`src/rtl/isrt_pkg.sv`:
```
// ----------------------------------------------------------------------------
// isrt_pkg: shared types and constants of the insertion sorter
// Data width, the per-cell control bundle and the sorter's state codes.
// ----------------------------------------------------------------------------
package isrt_pkg;

  localparam int DATA_W = 32;

  typedef logic signed [DATA_W-1:0] isrt_data_t;

  // Broadcast to every cell of the chain
  typedef struct packed {
    logic ins;  // insert the broadcast value this cycle
    logic shl;  // shift the row one cell toward the output
  } isrt_ctrl_t;

  typedef enum logic {
    ST_LOAD = 1'b0,
    ST_EMIT = 1'b1
  } isrt_state_t;

endpackage

```
`src/rtl/isrt_cell.sv`:
```
// ----------------------------------------------------------------------------
// isrt_cell: one compare-and-shift cell of the sorting chain
// Holds one stored value; opens a gap for an insert or shifts toward the out end.
// ----------------------------------------------------------------------------
module isrt_cell
  import isrt_pkg::*;
(
  input  logic       clk,
  input  isrt_ctrl_t ctrl,
  input  isrt_data_t ins_value,   // broadcast value being inserted
  input  logic       occ,         // this cell holds a stored value
  input  logic       at_fill,     // this cell is the first free one
  input  isrt_data_t prev_value,  // neighbor closer to the output
  input  logic       prev_gt,
  input  isrt_data_t next_value,  // neighbor farther from the output
  output isrt_data_t value,
  output logic       gt
);

  isrt_data_t value_r;
  isrt_data_t value_nxt;

  // Strictly greater keeps equal values in arrival order
  assign gt    = occ && (value_r > ins_value);
  assign value = value_r;

  always_comb begin
    value_nxt = value_r;
    if (ctrl.ins && (gt || at_fill)) begin
      value_nxt = prev_gt ? prev_value : ins_value;
    end else if (ctrl.shl) begin
      value_nxt = next_value;
    end
  end

  always_ff @(posedge clk) begin
    value_r <= value_nxt;
  end

endmodule

```
`config.mk`:
```
export PLATFORM = sky130hd
export DESIGN_NAME = isrt_cell
export DESIGN_NICKNAME = d
export VERILOG_FILES = /design/src/rtl/isrt_pkg.sv /design/src/rtl/isrt_cell.sv
export SDC_FILE = /design/constraint.sdc
export NUM_CORES = 1
export LEC_CHECK = 0
export BUFFER_PORTS_ARGS = -buffer_cell sky130_fd_sc_hd__buf_2
export CAP_MARGIN = 40
export CORE_MARGIN = 5
export CORE_UTILIZATION = 40
export DETAILED_ROUTE_END_ITERATION = 6
export GPL_TIMING_DRIVEN = 0
export PLACE_DENSITY = 0.81
export SYNTH_ARGS = -nofsm -noshare
export SYNTH_HDL_FRONTEND = slang
export SYNTH_SLANG_ARGS = --single-unit
```
`constraint.sdc`:
```
create_clock -name clk -period 4 [get_ports clk]
set_input_delay 0.4 -clock clk [delete_from_list [all_inputs] [get_ports clk]]
set_output_delay 0.4 -clock clk [all_outputs]
set_load 0.05 [all_outputs]
```
Yosys cells after proc, flatten, opt, wreduce, memory -nomap -nowiden. Index checks and enable logic that the tools add are counted.

Register bits after elaboration: 32. Latch bits: 0. Memory bits (writable): 0. Memory bits (read-only): 0. Input bits: 102. Output and inout bits: 33. Word-level logic and storage cells: 9. Memories: 0.

Add/sub/neg operators: 0. Multiply operators: 0. Div/mod/pow operators: 0. Order comparisons: 1. Eq/ne operators: 0. Shift-type cells: 0. Mux-type cells: 3. Bitwise gates (word level): 0. Reductions and logical operators: 4.

Operator list (number): $mux 32 (3); $gt 32x32->1 (1); $logic_and 1x1->1 (2); $reduce_bool 2->1 (1); $logic_or 1x1->1 (1).

Logic depth before layout (Yosys ltp).
Depth after elaboration: 5. Mapped depth: 10. Gate-level depth less buffers: 9.

Least setup slack after synthesis. Ideal clock, no wire load.

Path kind: register to register. From: register value_r[27] (netlist: value[27]). To: register value_r[0] (netlist: value[0]), enable pin. Library setup time: 345 ps. Data arrival time: 2965 ps. Data required time: 3655 ps. Setup slack: 690 ps. Cell stages (with the launch flop): 8. Buffers on the path: 0. Period minus slack after synthesis: 3310 ps. Path through: edfxtp_1 -> ha_1 -> nand4_4 -> or4_4 -> o21a_1 -> and3_1 -> a22o_1 -> or3_2.

Cells in the longest elaborated chain, start to end: 5.

RTL lines: from (decl) (line isrt_cell.sv:20) `isrt_data_t value_r;`; from (signal assigned) (line isrt_cell.sv:37) `value_r <= value_nxt;`; $gt 32x32->1 (line isrt_cell.sv:24) `assign gt = occ && (value_r > ins_value);`; $logic_and 1x1->1 (line isrt_cell.sv:24); $logic_or 1x1->1 (line isrt_cell.sv:29) `if (ctrl.ins && (gt || at_fill)) begin`; $logic_and 1x1->1 (line isrt_cell.sv:29); $reduce_bool 2->1 (no line).

Every way passes these cells. A chain may end at the register's enable or synchronous reset.

Final worst setup path.
From: register value_r[14] (netlist: value[14]). To: register value_r[21] (netlist: value[21]), enable pin.

Same word-level chain as after synthesis.

==> metrics.md <==
| Metric | Value |
|---|---|
| Status | `finished clean` |
| Critical Path Source Type | `flip-flop` |
| Crit path DAT | `3.25 ns` |
| RD Place Congestion | `0.820` |
| WL final | `7630 µm` |
| Hold-fix buffers, CTS | `0` |
| Synth unique cells | `34` |
| CP Max Fanout | `32` |
| First-pass GRT wire length | `12600 µm` |
| Worst skew pair latency | `0.28 ns` |
| H-tree levels | `2` |
| Final min period | `3.35 ns` |
| Vias per cell | `5.18` |
| Largest cells by area after synthesis | `edfxtp_1 36%, mux2_4 17%, ha_1 15%` |
| # fillers | `591` |
| # rows | `29` |
| Seq/Total Area, Yosys | `0.358` |
| Setup crit end kind | `flip-flop` |
| Post-Syn Instances | `260` |
| Fin. max-slew vios | `0` |
| #FFs+latches synth | `32` |
| Fin Setup TNS | `0 ns` |
| WL/cell | `16.0 µm` |
| Hold Path Class | `in -> reg` |
| Clk sink count | `32` |
| IO Port Bufs | `133` |
| RSZ-0062 raised after global routing | `no` |
| Max FFs per register | `32` |
| Peak VDD IR | `0.167 mV` |
| Synth warn | `0` |
| Seq. cell area | `961 µm²` |
| GRT Total Usage | `0.183` |
| Drt pass-1 iters | `4` |
| Antenna Cells | `0` |
| Initial core utilization | `0.418` |
| Hold depth | `2` |
| Num CTS Buffers | `5` |
| Drc violations | `0` |
| Cell Area, Synth | `0.00268 mm²` |
| Crit-path leading delay family | `simple AND/OR/NAND/NOR gates` |
| Post-cts gate resize count | `0` |
| Clock Skew | `0.00924 ns` |
| Crit path depth | `7` |
| Remaining antenna violation count | `0` |
| Post-synth EDFFs | `32` |
| TritonCTS clock tree | `done` |
| Post-DP HPWL | `6310 µm` |
| Total gr overflow | `0` |
| Initial antenna violation count | `0` |
| Crit Path Class | `reg -> reg` |
| Max Fclk | `0.298 GHz` |
| Reg clk slew, reported paths | `0.07 ns` |
| Initial drt markers | `69` |
| Vias | `2475` |
| Cell Pwr Density | `379 mW/mm²` |
| Final hold violations | `0` |
| Async S/R FF share, synth | `0` |
| Core footprint | `0.00642 mm²` |
| Syn avg cell area | `10.3 µm²` |
| Worst path max stage delay | `0.79 ns` |
| Layout cells sized above 1 | `0.451` |
| CP max-delay cell | `or3_2` |
| Syn nets | `394` |
| # setup viols final | `0` |
| Utilization after layout | `0.553` |
| Ports | `135` |
| Dominant synthesized flop cell | `edfxtp_1` |
| MaxCap Viol Count | `0` |
| Die area | `0.00845 mm²` |
| Final period util | `0.838` |
| Worst path cell trace | `ha_1 -> nand4_1 -> or4_1 -> o21a_1 -> and3_1 -> a22o_1 -> or3_2` |
| Vias in the first global route | `2744` |
| Final #Nets | `534` |
| Worst path bufs/invs | `0` |
| Leakage | `1.84 nW` |
| Yosys top cell area share | `0.358` |
| Worst Path Required | `3.90 ns` |
| R2r worst-path depth | `7` |
| Slew @ Worst Pin | `0.796 ns` |
| Area leader, netlist | `edfxtp_1` |
| CTS max path bufs | `2` |
| Largest net degree at the start of global routing | `33` |
| Die X-Extent | `91.9 µm` |
| CTS Root Cell | `clkbuf_8` |
| P&R area growth vs syn | `32.4%` |
| Postcts setup bufs | `0` |
| Slew headroom | `0.470` |
| Die Span Y | `91.9 µm` |
| Area of the multi-input gates | `0.00154 mm²` |
[power by group]
part	leakage [nW]	switching (mW)	internal (mW)	total, mW
logic	1.46	0.361	0.217	0.578
clock network	0.0552	0.123	0.185	0.308
registers	0.324	0.0272	0.434	0.461
[worst paths after layout]
check / startpoint / to / slack [ns]
worst min-delay path: next_value[31] / value[31] / 0.41
worst min register to register: value[31] / value[0] / 1.27
worst max register to register: value[14] / value[21] / 0.65
worst max-delay path: value[14] / value[21] / 0.65
[synthesized netlist by cell type (2+ instances only)]
cell	count
a211oi_1	2
a21o_1	2
a21oi_1	14
buf_6	3
clkbuf_1	7
edfxtp_1	32
ha_1	32
inv_1	32
mux2_1	2
mux2_4	30
nand2_1	36
nand3_1	5
nand4_1	6
nor2_1	2
nor3_1	2
o211ai_1	2
o21ai_0	34
[placed cells by master (no fill, tap or decap), types with 3 or more instances in the layout]
master,n
inv_1,32
a21oi_1,14
clkbuf_8,5
ha_1,32
nand3_1,5
buf_2,133
buf_6,3
nand2_1,36
mux2_4,30
o21ai_0,34
clkbuf_1,8
nand4_1,6
edfxtp_1,32
[through the flow]
step	instances	area (µm²)	total power, mW	setup slack, ns	hold WS (ns)
floorplan	260	2680	0.887	0.690	0.604
global placement	470	3450	1.03	0.615	0.688
detailed placement	470	3450	1.05	0.526	0.698
CTS	478	3550	1.36	0.642	0.395
global route	478	3550	1.43	0.461	0.398
finish	478	3550	1.35	0.650	0.413
[kinds of logic (layout without fill, tap and decap cells)]
group | after synthesis | in the layout | share of synthesized area
multiplexers | 33 | 33 | 0.180
adder cells (fa/ha/maj) | 32 | 32 | 0.149
buffers and inverters | 42 | 183 | 0.0671
AO/OA/AOI/OAI | 60 | 60 | 0.128
flip-flops | 32 | 32 | 0.358
AND/OR/NAND/NOR | 61 | 61 | 0.117
[metal layers]
layer / up-vias / track usage / part of all wire
li1: 1219 / - / -
met1: 1144 / 0.199 / 0.39
met2: 94 / 0.336 / 0.51
met3: 18 / 0.0466 / 0.073
met4: 0 / 0.0755 / 0.024
met5: - / 0 / 0
[final cells by class]
type,count,area share
multi-input combinational,186,0.434
sequential,32,0.270
timing repair buffer,133,0.187
inverter,32,0.0338
tap,77,0.0271
clock buffer,6,0.0204
buffer,10,0.0169
clock inverter,2,0.00986
No activity file was read; power rests on OpenSTA's default activity.
